## config.mk

```make
export PLATFORM = sky130hd
export DESIGN_NAME = imu_complementary_tilt_filter_top_flat
export DESIGN_NICKNAME = d
export VERILOG_FILES = /design/src/hdl/ictf_pkg.sv /design/src/hdl/ictf_in_if.sv /design/src/hdl/ictf_out_if.sv /design/src/hdl/ictf_front.sv /design/src/hdl/ictf_fifo.sv /design/src/hdl/ictf_sqrt.sv /design/src/hdl/ictf_cordic.sv /design/src/hdl/ictf_back.sv /design/src/hdl/imu_complementary_tilt_filter_top.sv /design/src/flat_wrapper.sv
export SDC_FILE = /design/constraint.sdc
export NUM_CORES = 2
export LEC_CHECK = 0
export BUFFER_PORTS_ARGS = -buffer_cell sky130_fd_sc_hd__buf_2
export CAP_MARGIN = 25
export CORE_MARGIN = 4
export CORE_UTILIZATION = 50
export DETAILED_ROUTE_END_ITERATION = 6
export GPL_TIMING_DRIVEN = 0
export MAX_ROUTING_LAYER = met4
export PLACE_DENSITY = 0.69
export SYNTH_ARGS = -nofsm -noshare
export SYNTH_HDL_FRONTEND = slang
export SYNTH_SLANG_ARGS = --single-unit
```

## constraint.sdc

```tcl
create_clock -name i_clk -period 11 [get_ports i_clk]
set_input_delay 0.55 -clock i_clk [delete_from_list [all_inputs] [get_ports i_clk]]
set_output_delay 0.55 -clock i_clk [all_outputs]
set_load 0.01 [all_outputs]
```

## src/hdl/ictf_pkg.sv

```systemverilog
package ictf_pkg;

    localparam int CORDIC_STEPS = 16;
    localparam int ATAN_LEN     = 24;
    localparam int STEP_W       = $clog2(ATAN_LEN);
    localparam int SQRT_STEPS   = 24;
    localparam int SQRT_CNT_W   = $clog2(SQRT_STEPS);
    localparam int CW           = 42;
    localparam int ZW           = 35;
    localparam int MW           = 25;
    localparam int PW           = 2 * MW;

    localparam int DEG_60  = 15360;
    localparam int DEG_90  = 23040;
    localparam int DEG_180 = 46080;
    localparam int DEG_360 = 92160;

    localparam logic signed [ZW-1:0] HALF_TURN_FINE = 35'sd3019898880;
    localparam logic [23:0] RECIP_125  = 24'd8589935;
    localparam logic [22:0] GYRO_BIAS  = 23'd62;
    localparam logic [6:0]  DT_DEFAULT = 7'd10;
    localparam logic [31:0] DT_MAX     = 32'd100;

    localparam logic [15:0] ALPHA_RESET    = 16'd64225;
    localparam logic [11:0] DEADBAND_RESET = 12'd16;

    localparam logic CFG_ALPHA    = 1'b0;
    localparam logic CFG_DEADBAND = 1'b1;
    localparam logic MODE_SAMPLE  = 1'b0;

    typedef struct packed {
        logic               mode;
        logic signed [15:0] ax;
        logic signed [15:0] ay;
        logic signed [15:0] az;
        logic signed [15:0] gx;
        logic signed [15:0] gy;
        logic [6:0]         dt;
    } t_job;

    typedef struct packed {
        logic full;
        logic empty;
    } t_fifo_status;

    typedef struct packed {
        logic                  start;
        logic signed [MW-1:0]  y;
        logic signed [MW-1:0]  x;
    } t_cordic_req;

    typedef struct packed {
        logic        start;
        logic [47:0] value;
    } t_sqrt_req;

    typedef enum logic [4:0] {
        ST_IDLE, ST_ZERO, ST_SQ_A, ST_SQ_B, ST_SQ_C,
        ST_GY_A, ST_GY_B, ST_GY_C, ST_GX_A, ST_GX_B, ST_GX_C,
        ST_WAIT_P, ST_WAIT_R,
        ST_BP_A, ST_BP_B, ST_BP_C, ST_BR_A, ST_BR_B, ST_BR_C,
        ST_OUT
    } t_back_state;

    function automatic logic [29:0] atan_fine(input logic [STEP_W-1:0] i);
        case (i)
            5'd0:    return 30'd754974720;
            5'd1:    return 30'd445687602;
            5'd2:    return 30'd235489088;
            5'd3:    return 30'd119537938;
            5'd4:    return 30'd60000934;
            5'd5:    return 30'd30029717;
            5'd6:    return 30'd15018523;
            5'd7:    return 30'd7509720;
            5'd8:    return 30'd3754917;
            5'd9:    return 30'd1877466;
            5'd10:   return 30'd938734;
            5'd11:   return 30'd469367;
            5'd12:   return 30'd234684;
            5'd13:   return 30'd117342;
            5'd14:   return 30'd58671;
            5'd15:   return 30'd29335;
            5'd16:   return 30'd14668;
            5'd17:   return 30'd7334;
            5'd18:   return 30'd3667;
            5'd19:   return 30'd1833;
            5'd20:   return 30'd917;
            5'd21:   return 30'd458;
            5'd22:   return 30'd229;
            5'd23:   return 30'd115;
            default: return 30'd0;
        endcase
    endfunction

endpackage

```

## src/hdl/ictf_in_if.sv

```systemverilog
interface ictf_in_if;
    logic               valid;
    logic               ready;
    logic               mode;
    logic signed [15:0] accel_x;
    logic signed [15:0] accel_y;
    logic signed [15:0] accel_z;
    logic signed [15:0] gyro_x;
    logic signed [15:0] gyro_y;
    logic [31:0]        timestamp_ms;

    modport source(output valid, mode, accel_x, accel_y, accel_z, gyro_x, gyro_y,
                   timestamp_ms, input ready);
    modport sink(input valid, mode, accel_x, accel_y, accel_z, gyro_x, gyro_y,
                 timestamp_ms, output ready);
endinterface

```

## src/hdl/ictf_out_if.sv

```systemverilog
interface ictf_out_if;
    logic               valid;
    logic               ready;
    logic signed [16:0] pitch_angle;
    logic signed [16:0] roll_angle;
    logic signed [14:0] shown_pitch;
    logic signed [15:0] shown_roll;

    modport source(output valid, pitch_angle, roll_angle, shown_pitch, shown_roll,
                   input ready);
    modport sink(input valid, pitch_angle, roll_angle, shown_pitch, shown_roll,
                 output ready);
endinterface

```

## src/hdl/ictf_front.sv

```systemverilog
module ictf_front (
    input  logic                  i_clk,
    input  logic                  i_rst_n,
    ictf_in_if.sink               i_sample,
    input  ictf_pkg::t_fifo_status i_fifo,
    output logic                  o_push,
    output ictf_pkg::t_job        o_job
);
    import ictf_pkg::*;

    logic [31:0] r_prev_time;
    logic [31:0] diff;

    assign diff           = i_sample.timestamp_ms - r_prev_time;
    assign i_sample.ready = !i_fifo.full;
    assign o_push         = i_sample.valid && !i_fifo.full;

    always_comb begin
        o_job.mode = i_sample.mode;
        o_job.ax   = i_sample.accel_x;
        o_job.ay   = i_sample.accel_y;
        o_job.az   = i_sample.accel_z;
        o_job.gx   = i_sample.gyro_x;
        o_job.gy   = i_sample.gyro_y;
        o_job.dt   = (diff == 32'd0 || diff > DT_MAX) ? DT_DEFAULT : diff[6:0];
    end

    // only sensor samples advance the time base
    always_ff @(posedge i_clk) begin
        if (!i_rst_n) begin
            r_prev_time <= 32'd0;
        end else if (o_push && i_sample.mode == MODE_SAMPLE) begin
            r_prev_time <= i_sample.timestamp_ms;
        end
    end
endmodule

```

## src/hdl/ictf_fifo.sv

```systemverilog
module ictf_fifo (
    input  logic                   i_clk,
    input  logic                   i_rst_n,
    input  logic                   i_push,
    input  ictf_pkg::t_job         i_job,
    input  logic                   i_pop,
    output ictf_pkg::t_job         o_job,
    output ictf_pkg::t_fifo_status o_stat
);
    import ictf_pkg::*;

    t_job       r_mem [2];
    logic       r_wp;
    logic       r_rp;
    logic [1:0] r_cnt;

    assign o_job        = r_mem[r_rp];
    assign o_stat.full  = (r_cnt == 2'd2);
    assign o_stat.empty = (r_cnt == 2'd0);

    always_ff @(posedge i_clk) begin
        if (i_push) begin
            r_mem[r_wp] <= i_job;
        end
    end

    always_ff @(posedge i_clk) begin
        if (!i_rst_n) begin
            r_wp  <= 1'b0;
            r_rp  <= 1'b0;
            r_cnt <= 2'd0;
        end else begin
            if (i_push) begin
                r_wp <= !r_wp;
            end
            if (i_pop) begin
                r_rp <= !r_rp;
            end
            if (i_push && !i_pop) begin
                r_cnt <= r_cnt + 2'd1;
            end else if (i_pop && !i_push) begin
                r_cnt <= r_cnt - 2'd1;
            end
        end
    end
endmodule

```

## src/hdl/ictf_sqrt.sv

```systemverilog
module ictf_sqrt (
    input  logic                i_clk,
    input  logic                i_rst_n,
    input  ictf_pkg::t_sqrt_req i_req,
    output logic                o_busy,
    output logic [23:0]         o_root
);
    import ictf_pkg::*;

    logic [47:0]           r_val;
    logic [27:0]           r_rem;
    logic [23:0]           r_root;
    logic [SQRT_CNT_W-1:0] r_cnt;
    logic                  r_busy;
    logic [27:0]           rem_t;
    logic [27:0]           trial;

    assign o_busy = r_busy;
    assign o_root = r_root;
    assign rem_t  = {r_rem[25:0], r_val[47:46]};
    assign trial  = {2'b00, r_root, 2'b01};

    always_ff @(posedge i_clk) begin
        if (i_req.start) begin
            r_val  <= i_req.value;
            r_rem  <= 28'd0;
            r_root <= 24'd0;
        end else if (r_busy) begin
            r_val <= {r_val[45:0], 2'b00};
            if (rem_t >= trial) begin
                r_rem  <= rem_t - trial;
                r_root <= {r_root[22:0], 1'b1};
            end else begin
                r_rem  <= rem_t;
                r_root <= {r_root[22:0], 1'b0};
            end
        end
    end

    always_ff @(posedge i_clk) begin
        if (!i_rst_n) begin
            r_busy <= 1'b0;
            r_cnt  <= '0;
        end else if (i_req.start) begin
            r_busy <= 1'b1;
            r_cnt  <= '0;
        end else if (r_busy) begin
            r_cnt <= r_cnt + 1'b1;
            if (r_cnt == SQRT_CNT_W'(SQRT_STEPS - 1)) begin
                r_busy <= 1'b0;
            end
        end
    end
endmodule

```

## src/hdl/ictf_cordic.sv

```systemverilog
module ictf_cordic (
    input  logic                  i_clk,
    input  logic                  i_rst_n,
    input  ictf_pkg::t_cordic_req i_req,
    output logic                  o_busy,
    output logic signed [16:0]    o_angle
);
    import ictf_pkg::*;

    logic signed [CW-1:0] r_x;
    logic signed [CW-1:0] r_y;
    logic signed [ZW-1:0] r_z;
    logic [STEP_W-1:0]    r_step;
    logic                 r_busy;
    logic                 r_null;
    logic signed [CW-1:0] x_in;
    logic signed [CW-1:0] y_in;
    logic signed [CW-1:0] dx;
    logic signed [CW-1:0] dy;
    logic signed [ZW-1:0] at;
    logic signed [ZW-1:0] rz;

    assign x_in = CW'(i_req.x);
    assign y_in = CW'(i_req.y);
    assign dx   = r_y >>> r_step;
    assign dy   = r_x >>> r_step;
    assign at   = $signed({5'b00000, atan_fine(r_step)});
    assign rz   = (r_z + ZW'(32768)) >>> 16;
    assign o_busy = r_busy;

    always_comb begin
        if (r_null) begin
            o_angle = 17'sd0;
        end else if (rz > ZW'(DEG_180)) begin
            o_angle = 17'(DEG_180);
        end else if (rz < -ZW'(DEG_180)) begin
            o_angle = -17'(DEG_180);
        end else begin
            o_angle = 17'(rz);
        end
    end

    always_ff @(posedge i_clk) begin
        if (i_req.start) begin
            r_null <= (i_req.x == '0) && (i_req.y == '0);
            if (i_req.x < 0) begin
                r_x <= (-x_in) <<< 12;
                r_y <= (-y_in) <<< 12;
                r_z <= (i_req.y >= 0) ? HALF_TURN_FINE : -HALF_TURN_FINE;
            end else begin
                r_x <= x_in <<< 12;
                r_y <= y_in <<< 12;
                r_z <= '0;
            end
        end else if (r_busy) begin
            if (r_y > 0) begin
                r_x <= r_x + dx;
                r_y <= r_y - dy;
                r_z <= r_z + at;
            end else begin
                r_x <= r_x - dx;
                r_y <= r_y + dy;
                r_z <= r_z - at;
            end
        end
    end

    always_ff @(posedge i_clk) begin
        if (!i_rst_n) begin
            r_busy <= 1'b0;
            r_step <= '0;
        end else if (i_req.start) begin
            r_busy <= 1'b1;
            r_step <= '0;
        end else if (r_busy) begin
            r_step <= r_step + 1'b1;
            if (r_step == STEP_W'(CORDIC_STEPS - 1)) begin
                r_busy <= 1'b0;
            end
        end
    end
endmodule

```

## src/hdl/ictf_back.sv

```systemverilog
module ictf_back (
    input  logic                   i_clk,
    input  logic                   i_rst_n,
    input  ictf_pkg::t_job         i_job,
    input  ictf_pkg::t_fifo_status i_fifo,
    output logic                   o_pop,
    input  logic [15:0]            i_alpha,
    input  logic [11:0]            i_deadband,
    output ictf_pkg::t_cordic_req  o_cordic,
    input  logic                   i_cordic_busy,
    input  logic signed [16:0]     i_cordic_angle,
    output ictf_pkg::t_sqrt_req    o_sqrt,
    input  logic                   i_sqrt_busy,
    input  logic [23:0]            i_sqrt_root,
    ictf_out_if.source             o_result
);
    import ictf_pkg::*;

    t_back_state           r_state;
    t_back_state           n_state;
    t_job                  r_job;
    logic signed [PW-1:0]  r_prod;
    logic signed [PW-1:0]  r_acc;
    logic [31:0]           r_sum;
    logic signed [18:0]    r_gp;
    logic signed [18:0]    r_gr;
    logic signed [16:0]    r_ap;
    logic signed [16:0]    r_ar;
    logic signed [16:0]    r_filt_p;
    logic signed [16:0]    r_filt_r;
    logic signed [16:0]    r_zero_p;
    logic signed [16:0]    r_zero_r;
    logic                  r_out_valid;
    logic signed [16:0]    r_out_pitch;
    logic signed [16:0]    r_out_roll;
    logic signed [14:0]    r_out_shp;
    logic signed [15:0]    r_out_shr;

    logic signed [MW-1:0]  mul_a;
    logic signed [MW-1:0]  mul_b;
    logic [22:0]           recip_in;
    logic [16:0]           alpha_c;
    logic signed [PW-1:0]  blend_sum;
    logic                  out_free;
    logic                  out_load;
    logic [31:0]           sq_sum;

    function automatic logic [16:0] mag_of(input logic signed [15:0] rate);
        logic signed [16:0] r17;
        r17 = 17'(rate);
        return rate[15] ? 17'(17'sd0 - r17) : 17'(r17);
    endfunction

    function automatic logic signed [17:0] gyro_inc(input logic signed [15:0] rate,
                                                    input logic [16:0] q,
                                                    input logic [11:0] db);
        if (mag_of(rate) < {5'd0, db}) begin
            return 18'sd0;
        end
        return rate[15] ? -$signed({1'b0, q}) : $signed({1'b0, q});
    endfunction

    function automatic logic signed [17:0] unwrap(input logic signed [18:0] g,
                                                  input logic signed [16:0] a);
        logic signed [19:0] gg;
        logic signed [19:0] d;
        gg = 20'(g);
        d  = gg - 20'(a);
        if (d > 20'(DEG_180)) begin
            gg = gg - 20'(DEG_360);
        end else if (d < -20'(DEG_180)) begin
            gg = gg + 20'(DEG_360);
        end
        return 18'(gg);
    endfunction

    function automatic logic signed [16:0] blend_done(input logic signed [PW-1:0] s);
        logic signed [PW-1:0] t;
        logic signed [19:0]   w;
        t = s >>> 16;
        w = 20'(t);
        if (w > 20'(DEG_180)) begin
            w = w - 20'(DEG_360);
        end else if (w < -20'(DEG_180)) begin
            w = w + 20'(DEG_360);
        end
        return 17'(w);
    endfunction

    function automatic logic signed [16:0] shown(input logic signed [16:0] f,
                                                 input logic signed [16:0] z,
                                                 input int lim);
        logic signed [17:0] d;
        d = 18'(f) - 18'(z);
        if (d > 18'(DEG_180)) begin
            d = d - 18'(DEG_360);
        end else if (d < -18'(DEG_180)) begin
            d = d + 18'(DEG_360);
        end
        if (d > 18'(lim)) begin
            d = 18'(lim);
        end else if (d < -18'(lim)) begin
            d = -18'(lim);
        end
        return 17'(d);
    endfunction

    assign recip_in  = 23'({r_prod[21:0], 1'b0}) + GYRO_BIAS;
    assign alpha_c   = 17'd65536 - {1'b0, i_alpha};
    assign blend_sum = r_acc + r_prod + PW'(32768);
    assign out_free  = !r_out_valid || o_result.ready;
    assign sq_sum    = r_sum + r_prod[31:0];

    always_ff @(posedge i_clk) begin
        if (!i_rst_n) begin
            r_state <= ST_IDLE;
        end else begin
            r_state <= n_state;
        end
    end

    always_comb begin
        n_state         = r_state;
        o_pop           = 1'b0;
        out_load        = 1'b0;
        o_cordic.start  = 1'b0;
        o_cordic.y      = -(MW'(r_job.ax) <<< 8);
        o_cordic.x      = MW'(r_job.az) <<< 8;
        o_sqrt.start    = 1'b0;
        o_sqrt.value    = {sq_sum, 16'd0};
        mul_a           = '0;
        mul_b           = '0;
        case (r_state)
            ST_IDLE: begin
                if (!i_fifo.empty) begin
                    o_pop   = 1'b1;
                    n_state = (i_job.mode == MODE_SAMPLE) ? ST_SQ_A : ST_ZERO;
                end
            end
            ST_ZERO: n_state = ST_OUT;
            ST_SQ_A: begin
                mul_a   = MW'(r_job.ax);
                mul_b   = MW'(r_job.ax);
                n_state = ST_SQ_B;
            end
            ST_SQ_B: begin
                mul_a   = MW'(r_job.az);
                mul_b   = MW'(r_job.az);
                n_state = ST_SQ_C;
            end
            ST_SQ_C: begin
                o_sqrt.start   = 1'b1;
                o_cordic.start = 1'b1;
                n_state        = ST_GY_A;
            end
            ST_GY_A, ST_GX_A: begin
                mul_a   = $signed({8'd0, mag_of((r_state == ST_GY_A) ? r_job.gy : r_job.gx)});
                mul_b   = $signed({18'd0, r_job.dt});
                n_state = (r_state == ST_GY_A) ? ST_GY_B : ST_GX_B;
            end
            ST_GY_B, ST_GX_B: begin
                mul_a   = $signed({2'b00, recip_in});
                mul_b   = $signed({1'b0, RECIP_125});
                n_state = (r_state == ST_GY_B) ? ST_GY_C : ST_GX_C;
            end
            ST_GY_C: n_state = ST_GX_A;
            ST_GX_C: n_state = ST_WAIT_P;
            ST_WAIT_P: begin
                o_cordic.y = -(MW'(r_job.ay) <<< 8);
                o_cordic.x = $signed({1'b0, i_sqrt_root});
                if (!i_cordic_busy && !i_sqrt_busy) begin
                    o_cordic.start = 1'b1;
                    n_state        = ST_WAIT_R;
                end
            end
            ST_WAIT_R: begin
                if (!i_cordic_busy) begin
                    n_state = ST_BP_A;
                end
            end
            ST_BP_A: begin
                mul_a   = $signed({9'd0, i_alpha});
                mul_b   = MW'(unwrap(r_gp, r_ap));
                n_state = ST_BP_B;
            end
            ST_BP_B: begin
                mul_a   = $signed({8'd0, alpha_c});
                mul_b   = MW'(r_ap);
                n_state = ST_BP_C;
            end
            ST_BP_C: n_state = ST_BR_A;
            ST_BR_A: begin
                mul_a   = $signed({9'd0, i_alpha});
                mul_b   = MW'(unwrap(r_gr, r_ar));
                n_state = ST_BR_B;
            end
            ST_BR_B: begin
                mul_a   = $signed({8'd0, alpha_c});
                mul_b   = MW'(r_ar);
                n_state = ST_BR_C;
            end
            ST_BR_C: n_state = ST_OUT;
            ST_OUT: begin
                if (out_free) begin
                    out_load = 1'b1;
                    n_state  = ST_IDLE;
                end
            end
            default: n_state = ST_IDLE;
        endcase
    end

    always_ff @(posedge i_clk) begin
        r_prod <= mul_a * mul_b;
        if (o_pop) begin
            r_job <= i_job;
        end
        case (r_state)
            ST_SQ_B: r_sum <= r_prod[31:0];
            ST_SQ_C: r_sum <= sq_sum;
            ST_GY_C: r_gp  <= 19'(r_filt_p) + 19'(gyro_inc(r_job.gy, r_prod[46:30], i_deadband));
            ST_GX_C: r_gr  <= 19'(r_filt_r) - 19'(gyro_inc(r_job.gx, r_prod[46:30], i_deadband));
            ST_WAIT_P: begin
                if (!i_cordic_busy && !i_sqrt_busy) begin
                    r_ap <= i_cordic_angle;
                end
            end
            ST_WAIT_R: begin
                if (!i_cordic_busy) begin
                    r_ar <= i_cordic_angle;
                end
            end
            ST_BP_B, ST_BR_B: r_acc <= r_prod;
            default: begin
            end
        endcase
        if (out_load) begin
            r_out_pitch <= r_filt_p;
            r_out_roll  <= r_filt_r;
            r_out_shp   <= 15'(shown(r_filt_p, r_zero_p, DEG_60));
            r_out_shr   <= 16'(shown(r_filt_r, r_zero_r, DEG_90));
        end
    end

    always_ff @(posedge i_clk) begin
        if (!i_rst_n) begin
            r_filt_p    <= 17'sd0;
            r_filt_r    <= 17'sd0;
            r_zero_p    <= 17'sd0;
            r_zero_r    <= 17'sd0;
            r_out_valid <= 1'b0;
        end else begin
            if (r_state == ST_ZERO) begin
                r_zero_p <= r_filt_p;
                r_zero_r <= r_filt_r;
            end
            if (r_state == ST_BP_C) begin
                r_filt_p <= blend_done(blend_sum);
            end
            if (r_state == ST_BR_C) begin
                r_filt_r <= blend_done(blend_sum);
            end
            if (out_load) begin
                r_out_valid <= 1'b1;
            end else if (o_result.ready) begin
                r_out_valid <= 1'b0;
            end
        end
    end

    assign o_result.valid       = r_out_valid;
    assign o_result.pitch_angle = r_out_pitch;
    assign o_result.roll_angle  = r_out_roll;
    assign o_result.shown_pitch = r_out_shp;
    assign o_result.shown_roll  = r_out_shr;
endmodule

```

## src/hdl/imu_complementary_tilt_filter_top.sv

```systemverilog
// the back end takes one job at a time, popping the next after its result is loaded
// into a free output; a sample's time is set by the 24-step square root that runs
// beside the pitch cordic pass, then the 16-step roll cordic pass and the blend steps;
// a zero request skips these steps; a two-entry queue decouples input
// reset: synchronous active low, clears angles, offsets, time base and queue,
// and loads the register defaults
module imu_complementary_tilt_filter_top (
    input  logic        i_clk,
    input  logic        i_rst_n,
    ictf_in_if.sink     i_sample,
    ictf_out_if.source  o_result,
    input  logic        i_cfg_we,
    input  logic        i_cfg_idx,
    input  logic [15:0] i_cfg_data
);
    import ictf_pkg::*;

    logic [15:0]        r_alpha;
    logic [11:0]        r_deadband;
    logic               push;
    logic               pop;
    t_job               front_job;
    t_job               queue_job;
    t_fifo_status       fifo_stat;
    t_cordic_req        cordic_req;
    t_sqrt_req          sqrt_req;
    logic               cordic_busy;
    logic signed [16:0] cordic_angle;
    logic               sqrt_busy;
    logic [23:0]        sqrt_root;

    always_ff @(posedge i_clk) begin
        if (!i_rst_n) begin
            r_alpha    <= ALPHA_RESET;
            r_deadband <= DEADBAND_RESET;
        end else if (i_cfg_we) begin
            case (i_cfg_idx)
                CFG_ALPHA:    r_alpha    <= i_cfg_data;
                CFG_DEADBAND: r_deadband <= i_cfg_data[11:0];
                default: begin
                end
            endcase
        end
    end

    ictf_front u_front (
        .i_clk   (i_clk),
        .i_rst_n (i_rst_n),
        .i_sample(i_sample),
        .i_fifo  (fifo_stat),
        .o_push  (push),
        .o_job   (front_job)
    );

    ictf_fifo u_fifo (
        .i_clk  (i_clk),
        .i_rst_n(i_rst_n),
        .i_push (push),
        .i_job  (front_job),
        .i_pop  (pop),
        .o_job  (queue_job),
        .o_stat (fifo_stat)
    );

    ictf_sqrt u_sqrt (
        .i_clk  (i_clk),
        .i_rst_n(i_rst_n),
        .i_req  (sqrt_req),
        .o_busy (sqrt_busy),
        .o_root (sqrt_root)
    );

    ictf_cordic u_cordic (
        .i_clk  (i_clk),
        .i_rst_n(i_rst_n),
        .i_req  (cordic_req),
        .o_busy (cordic_busy),
        .o_angle(cordic_angle)
    );

    ictf_back u_back (
        .i_clk         (i_clk),
        .i_rst_n       (i_rst_n),
        .i_job         (queue_job),
        .i_fifo        (fifo_stat),
        .o_pop         (pop),
        .i_alpha       (r_alpha),
        .i_deadband    (r_deadband),
        .o_cordic      (cordic_req),
        .i_cordic_busy (cordic_busy),
        .i_cordic_angle(cordic_angle),
        .o_sqrt        (sqrt_req),
        .i_sqrt_busy   (sqrt_busy),
        .i_sqrt_root   (sqrt_root),
        .o_result      (o_result)
    );

`ifndef NO_ASSERTIONS
    a_no_push_full: assert property (@(posedge i_clk) disable iff (!i_rst_n)
        fifo_stat.full |-> !push) else $error("push into full queue");
    a_no_pop_empty: assert property (@(posedge i_clk) disable iff (!i_rst_n)
        pop |-> !fifo_stat.empty) else $error("pop from empty queue");
    a_cordic_start: assert property (@(posedge i_clk) disable iff (!i_rst_n)
        cordic_req.start |-> !cordic_busy) else $error("cordic restarted while busy");
    a_sqrt_start: assert property (@(posedge i_clk) disable iff (!i_rst_n)
        sqrt_req.start |=> sqrt_busy) else $error("sqrt did not start");
`endif
endmodule

```

## src/flat_wrapper.sv

```systemverilog
// flat-port wrapper written by rule: the top's interface ports become plain ports
module imu_complementary_tilt_filter_top_flat import ictf_pkg::*;
  (i_clk, i_rst_n, i_cfg_we, i_cfg_idx, i_cfg_data, i_sample_valid, i_sample_mode, i_sample_accel_x, i_sample_accel_y, i_sample_accel_z, i_sample_gyro_x, i_sample_gyro_y, i_sample_timestamp_ms, i_sample_ready, o_result_valid, o_result_pitch_angle, o_result_roll_angle, o_result_shown_pitch, o_result_shown_roll, o_result_ready);
  ictf_in_if i_sample_i ();
  ictf_out_if o_result_i ();
  input  logic i_clk;
  input  logic i_rst_n;
  input  logic i_cfg_we;
  input  logic i_cfg_idx;
  input  logic [15:0] i_cfg_data;
  input wire logic [$bits(i_sample_i.valid)-1:0] i_sample_valid;
  input wire logic [$bits(i_sample_i.mode)-1:0] i_sample_mode;
  input wire logic [$bits(i_sample_i.accel_x)-1:0] i_sample_accel_x;
  input wire logic [$bits(i_sample_i.accel_y)-1:0] i_sample_accel_y;
  input wire logic [$bits(i_sample_i.accel_z)-1:0] i_sample_accel_z;
  input wire logic [$bits(i_sample_i.gyro_x)-1:0] i_sample_gyro_x;
  input wire logic [$bits(i_sample_i.gyro_y)-1:0] i_sample_gyro_y;
  input wire logic [$bits(i_sample_i.timestamp_ms)-1:0] i_sample_timestamp_ms;
  output wire logic [$bits(i_sample_i.ready)-1:0] i_sample_ready;
  output wire logic [$bits(o_result_i.valid)-1:0] o_result_valid;
  output wire logic [$bits(o_result_i.pitch_angle)-1:0] o_result_pitch_angle;
  output wire logic [$bits(o_result_i.roll_angle)-1:0] o_result_roll_angle;
  output wire logic [$bits(o_result_i.shown_pitch)-1:0] o_result_shown_pitch;
  output wire logic [$bits(o_result_i.shown_roll)-1:0] o_result_shown_roll;
  input wire logic [$bits(o_result_i.ready)-1:0] o_result_ready;
  assign i_sample_i.valid = i_sample_valid;
  assign i_sample_i.mode = i_sample_mode;
  assign i_sample_i.accel_x = i_sample_accel_x;
  assign i_sample_i.accel_y = i_sample_accel_y;
  assign i_sample_i.accel_z = i_sample_accel_z;
  assign i_sample_i.gyro_x = i_sample_gyro_x;
  assign i_sample_i.gyro_y = i_sample_gyro_y;
  assign i_sample_i.timestamp_ms = i_sample_timestamp_ms;
  assign i_sample_ready = i_sample_i.ready;
  assign o_result_valid = o_result_i.valid;
  assign o_result_pitch_angle = o_result_i.pitch_angle;
  assign o_result_roll_angle = o_result_i.roll_angle;
  assign o_result_shown_pitch = o_result_i.shown_pitch;
  assign o_result_shown_roll = o_result_i.shown_roll;
  assign o_result_i.ready = o_result_ready;
  imu_complementary_tilt_filter_top u_core (.i_clk(i_clk), .i_rst_n(i_rst_n), .i_sample(i_sample_i), .o_result(o_result_i), .i_cfg_we(i_cfg_we), .i_cfg_idx(i_cfg_idx), .i_cfg_data(i_cfg_data));
endmodule
```

; ---- Word level (Yosys, flattened, before mapping)
; Memories as Yosys holds them, arrays and structs flattened. A register that Yosys moved wholly into a read port is not among the register bits.
; Cells that the tools add are included.
[op_classes]
mux = 86
reduce_logical = 40
shifts = 2
addsub = 42
bitwise = 4
multipliers = 1
eq_ne = 26
order_cmp = 23
[op_table]
columns = op, count
row1 = $mux W42, 8
row2 = $mux W18, 18
row3 = $pmux W25 S8, 1
row4 = $mux W35, 5
row5 = $pmux W25 S6, 1
row6 = $mux W17, 8
row7 = $mux W48, 2
row8 = $pmux W5 S17, 1
row9 = $add A42 B42 Y42, 2
row10 = $sshr A42 B5 Y42, 2
row11 = $sub A42 B42 Y42, 2
row12 = $add A18 B18 Y18 const B, 4
row13 = $sub A18 B18 Y18 const B, 4
row14 = $pmux W32 S2, 1
row15 = $gt A20 B17 Y1 const B, 3
row16 = $lt A20 B17 Y1 const B, 3
row17 = $neg A25 Y30, 2
row18 = $sub A1 B16 Y17 const A, 3
row19 = $logic_not A25 Y1, 2
row20 = $mux W50, 1
row21 = $neg A24 Y25, 2
row22 = $mul A25 B25 Y47, 1
row23 = $eq A5 B4 Y1 const B, 9
row24 = $gt A42 B1 Y1 const B, 1
row25 = 59 further kinds, 138
[totals]
out_inout_bits = 67
in_bits = 135
rom_bits = 960
reg_bits = 691
n_memories = 2
mem_bits_rw = 176
elab_cells = 268
[memory_table]
columns = name, words, width, rd, rd_ports_with_merged_regs, wr, line
row1 = (no name shown), 32, 30, 1, 1, 0, ictf_pkg.sv:66  ; case (i)
row2 = u_core.u_fifo.r_mem, 2, 88, 1, 1, 1, ictf_fifo.sv:12  ; t_job r_mem [2];

; ---- Logic depth before layout (Yosys ltp)
[depth]
ltp_word = 8
depth_mapped = 47
ltp_nobuf = 44

; ---- By module
; From an unflattened synthesis, not the netlist that was laid out.
[unflattened]
cells_unflattened = 9791
hier_area_um2 = 90772.1
[modules_own_cells]
columns = module, area_each_um2, seq_area_each_um2, cells_per_inst, n_inst
row1 = ictf_back, 50663.6, 11190.7, 5567, 1
row2 = ictf_cordic, 22540.4, 4324.1, 2692, 1
row3 = ictf_fifo, 6642.6, 5385.2, 296, 1
row4 = ictf_sqrt, 5703.0, 2562.5, 559, 1
row5 = ictf_front, 4051.4, 640.6, 558, 1
row6 = imu_complementary_tilt_filter_top, 1171.1, 560.5, 119, 1

; ---- Worst setup path before layout
; No wires, ideal clock.
[synth_timing]
path_kind = flip-flop to flip-flop
from = register u_core.u_back.r_ap[0]
to = register u_core.u_back.r_prod[46]
t_required_ns = 10.875
setup_time_ns = 0.125
synth_period_minus_slack_ns = 10.799
stages_incl_launch_ff = 41
path_slack_ns = 0.201
arrival_ns = 10.674
n_path_buf = 2
cell_sequence = edfxtp_1 > ha_1 > fa_1 > nor2b_1 > o2111ai_1 > a311oi_1 > o31ai_1 > o211ai_1 > o311ai_0 > or2_2 > o31ai_1 > o22ai_1 > xor2_1 > a211o_1 > or2_2 > clkbuf_1 > buf_1 > nand2_1 > [... 5 more ...] > fa_1 > fa_1 > inv_1 > fa_1 > inv_1 > ha_1 > nand2_1 > or2_2 > or3_1 > o32ai_1 > o21ai_0 > a211oi_1 > a211o_1 > a21oi_1 > nand2b_1 > a211oi_1 > a211oi_1 > xnor2_1
[synth_via]
elab_chain_cells = 6
elab_cells_between_ends = 7
classes_between = 1 x add/sub / 1 x mul / 2 x order compare / 3 x mux
[synth_rtl]
columns = item, line
row1 = from (decl), ictf_back.sv:27  ; logic signed [16:0] r_ap;
row2 = from (signal assigned), ictf_back.sv:225  ; r_ap <= i_cordic_angle;
row3 = $sub A19 B17 Y20, ictf_back.sv:68  ; d = gg - 20'(a);
row4 = $lt A20 B17 Y1, ictf_back.sv:71  ; end else if (d < -20'(DEG_180)) begin
row5 = $mux W18, ictf_back.sv:71
row6 = $mux W18, ictf_back.sv:69  ; if (d > 20'(DEG_180)) begin
row7 = $pmux W25 S8 (*), ictf_back.sv:133  ; case (r_state)
row8 = $mul A25 B25 Y47 (*), ictf_back.sv:214  ; r_prod <= mul_a * mul_b;
row9 = to (signal assigned), ictf_back.sv:214
row10 = to (decl), ictf_back.sv:22  ; logic signed [PW-1:0] r_prod;
; Every way passes the cells marked *; elsewhere a longest branch is shown, timed or not.
; A chain may end at the register's enable or synchronous reset.

; ---- Worst setup path after layout
[layout_timing]
from = register u_core.u_back.r_gp[0]
to = register u_core.u_back.r_prod[46]
[layout_via]
elab_chain_cells = 6
elab_cells_between_ends = 9
classes_between = 3 x add/sub / 1 x mul / 2 x order compare / 3 x mux
[layout_rtl]
columns = item, line
row1 = from (decl), ictf_back.sv:25  ; logic signed [18:0] r_gp;
row2 = from (signal assigned), ictf_back.sv:221  ; ST_GY_C: r_gp <= 19'(r_filt_p) + 19'(gyro_inc(r_job.gy, r_prod[46:30], i_deadband));
row3 = $sub A19 B17 Y20, ictf_back.sv:68
row4 = $lt A20 B17 Y1, ictf_back.sv:71
row5 = $mux W18, ictf_back.sv:71
row6 = $mux W18 (*), ictf_back.sv:69
row7 = $pmux W25 S8 (*), ictf_back.sv:133
row8 = $mul A25 B25 Y47 (*), ictf_back.sv:214
; Marks and branches as above.

==> impl_metrics.tcl <==
set metrics [dict create \
    status "finished with violations" \
    violations "negative setup slack" \
    slew_viol_final 0 \
    synthArstFlopShare_pct 0 \
    fillers 14800 \
    final_core_util_pct 57.0 \
    cap_violations 0 \
    timing.fmax_mhz 89.9 \
    path_class "flop to flop" \
    fin_skew_ns 0.0402 \
    setup.worst_path.end_class "flop" \
    post-place-ws_ns -2.89 \
    crit_slowest_cell "fa_2" \
    fin_nets 11000 \
    setup_ws_ns -0.124 \
    clkTransAtPathRegs_ns 0.06 \
    initial_core_util_pct 50.2 \
    period_needed_ns 11.12 \
    die_h_um 420 \
    netlist.area_leader.share_pct 21.9 \
    rows 151 \
    relSlewSlack_pct 23.4 \
    tightest_slew_ns 1.15 \
    cp_max_fo 5 \
    synth_edf_count 620 \
    hp-class "input pin to flop" \
    cts_sinks 898 \
    antenna_found_initial 14 \
    synth_commonest_cells "inv_1, nand2_1, nor2_1" \
    setup_viol 3 \
    critical-path-max-stage-delay_ns 0.61 \
    r2r_setup_slack_ns -0.12 \
    core-area_mm2 0.169 \
    viasPerCell 6.08 \
    rsz0062_at_grt "yes" \
    drive_gt1_share_pct 11.7 \
    postPlaceCellArea_mm2 0.0896 \
    synthTopCellsByArea "edfxtp_1, fa_1, ha_1" \
    regToRegStartpoint "u_core.u_back.r_gp[0]" \
    finalCritPeriodShare_pct 101 \
    synthFlopType "edfxtp_1" \
    cp.arrival_ns 11.79 \
    dpl.hpwl_um 237000 \
    yosysWarnings 0 \
    syn_area_mm2 0.0849 \
    syn-num-nets 10400 \
    gp_routability_congestion 1.05 \
    syn_avg_cell_area_um2 9.33 \
    areaGrowthSynthToFinish_pct 13.4 \
    drt-wirelength-per-cell_um 24.6 \
    ys_seq_elements 898 \
    design_area_mm2 0.0963 \
    first_pass_iters 6 \
    routed_wl_um 294000 \
    cts_made_buffers 102 \
    h-tree-depth 3 \
    grt_overflow 0 \
    synth_cell_types 97 \
    grt_use_total_pct 33.6 \
    seq_area_mm2 0.0242 \
    hp-start "i_sample_timestamp_ms[26]" \
    port_buffers 200 \
    ys_seq_area_share_pct 28.5 \
    synth.most_common_cell "inv_1" \
    grt_pass1_vias 70300 \
    clk_latency_ns 0.76 \
    tns_ns -0.275 \
    cp-start-kind "flop" \
    grt_first_pass_wirelength_um 435000 \
    startpoint "u_core.u_back.r_gp[0]" \
    grt_max_degree 65 \
    routed-via-count 72700 \
    ios 202 \
    cts_tree "built" \
    cpMostUsedCell "fa_1" \
    multiInputGateArea_mm2 0.0566 \
    ctsRootBufferMaster "clkbuf_16" \
    cp.required_ns 11.66 \
    ant_nets 0 \
    drtIter0Drc 7836 \
    hold_violations 0 \
    netlist_instances 9107 \
    die_x_um 420 \
    yosysTopAreaCell "edfxtp_1" \
    remaining_drc_errors 0 \
    die_area_mm2 0.177 \
    clock_path_buffers 3 \
]
-- layout make-up --
class | instances | share of cell area (%)
Antenna cell | 12 | 0.0312
Buffer | 336 | 1.85
Clock buffer | 137 | 3.06
Clock inverter | 54 | 0.674
Inverter | 1032 | 4.03
Multi-Input combinational cell | 6828 | 58.8
Sequential cell | 898 | 25.1
Tap cell | 2218 | 2.88
Timing Repair Buffer | 438 | 3.61
-- per-layer routing --
layer / vias to the layer above / global-route usage (%) / wire length, um
met5: - / - / 0
met4: 0 / 13.0 / 13700
met3: 632 / 9.59 / 32800
met2: 3430 / 48.1 / 124000
met1: 35800 / 45.1 / 123000
li1: 32800 / - / -
-- cell usage in the layout, fill, tap and decap left out, types with 125 or more instances in the layout --
master,n
dfxtp_1,278
clkbuf_1,243
nor2_1,811
mux2i_1,125
a21o_1,168
xor2_1,247
nor3_1,163
edfxtp_1,620
xnor2_1,318
buf_2,229
ha_1,550
o21ai_0,406
nand2_1,907
inv_1,1016
nand3_1,141
fa_1,603
a21oi_1,562
-- cell families (layout without fill, tap and decap cells) --
logic type                 count (synthesis)  after routing  share of synthesized area, %
xor gates and xnor gates                 572            572                          5.90
DFF                                      898            898                          28.5
adders and majority gates               1199           1199                          23.2
buffers and inverters                   1381           1997                          6.43
muxes                                    376            376                          6.58
and+or+nand+nor                         2733           2733                          14.8
AOI/OAI and AO/OA                       1948           1948                          14.7
other                                      0             12                             0
-- sequential cells by signal, summed over array words and instances (netlist names), 30 cells and up, named ones only --
name	cells
u_core.u_cordic.r_z	35
u_core.u_cordic.at	30
u_core.u_cordic.r_y	42
u_core.u_fifo.r_mem	176
u_core.u_sqrt.r_val	32
u_core.u_front.r_prev_time	32
u_core.u_back.r_sum	32
u_core.u_back.r_acc	36
u_core.u_back.r_prod	47
u_core.u_cordic.r_x	42
u_core.u_back.r_job	87
-- critical path: cells and delay by family, from the launching register on --
| kind | cells | cell delay (ns) |
|---|---|---|
| AO/OA/AOI/OAI | 15 | 3.28 |
| XOR/XNOR | 2 | 0.44 |
| adder cells (fa/ha/maj) | 10 | 4.36 |
| buffers and inverters | 6 | 0.63 |
| flip-flops | 1 | 0.41 |
| AND/OR/NAND/NOR | 8 | 1.88 |
-- per-stage QoR --
| step | cells | hold slack, ns |
|---|---|---|
| final | 12000 | 0.0600 |
| after global routing | 12000 | 0.0437 |
| after CTS | 11900 | 0.000138 |
| after detailed placement | 11600 | 0.448 |
| after global placement | 11500 | 0.442 |
| after floorplan | 9107 | 0.436 |
-- what timing repair did --
action / CTS / global route
buffers inserted: 33 / 45
cloned: 0 / 2
pin swaps: 38 / 142
hold buffers: 84 / 0
endpoints found under the setup margin: 28 / 11
resized for setup: 204 / 173
endpoints found under the hold margin: 165 / 0
-- final timing paths --
kind	endpoint	depth (start not counted)
worst max register to register	u_core.u_back.r_prod[46]	41
worst min-delay path	u_core.u_front.r_prev_time[26]	3
worst max-delay path	u_core.u_back.r_prod[46]	41
worst min register to register	u_core.u_front.r_prev_time[5]	2
Power is not shown: default switching activity piles up to over one toggle a cycle in this logic, so the estimate is an artifact.
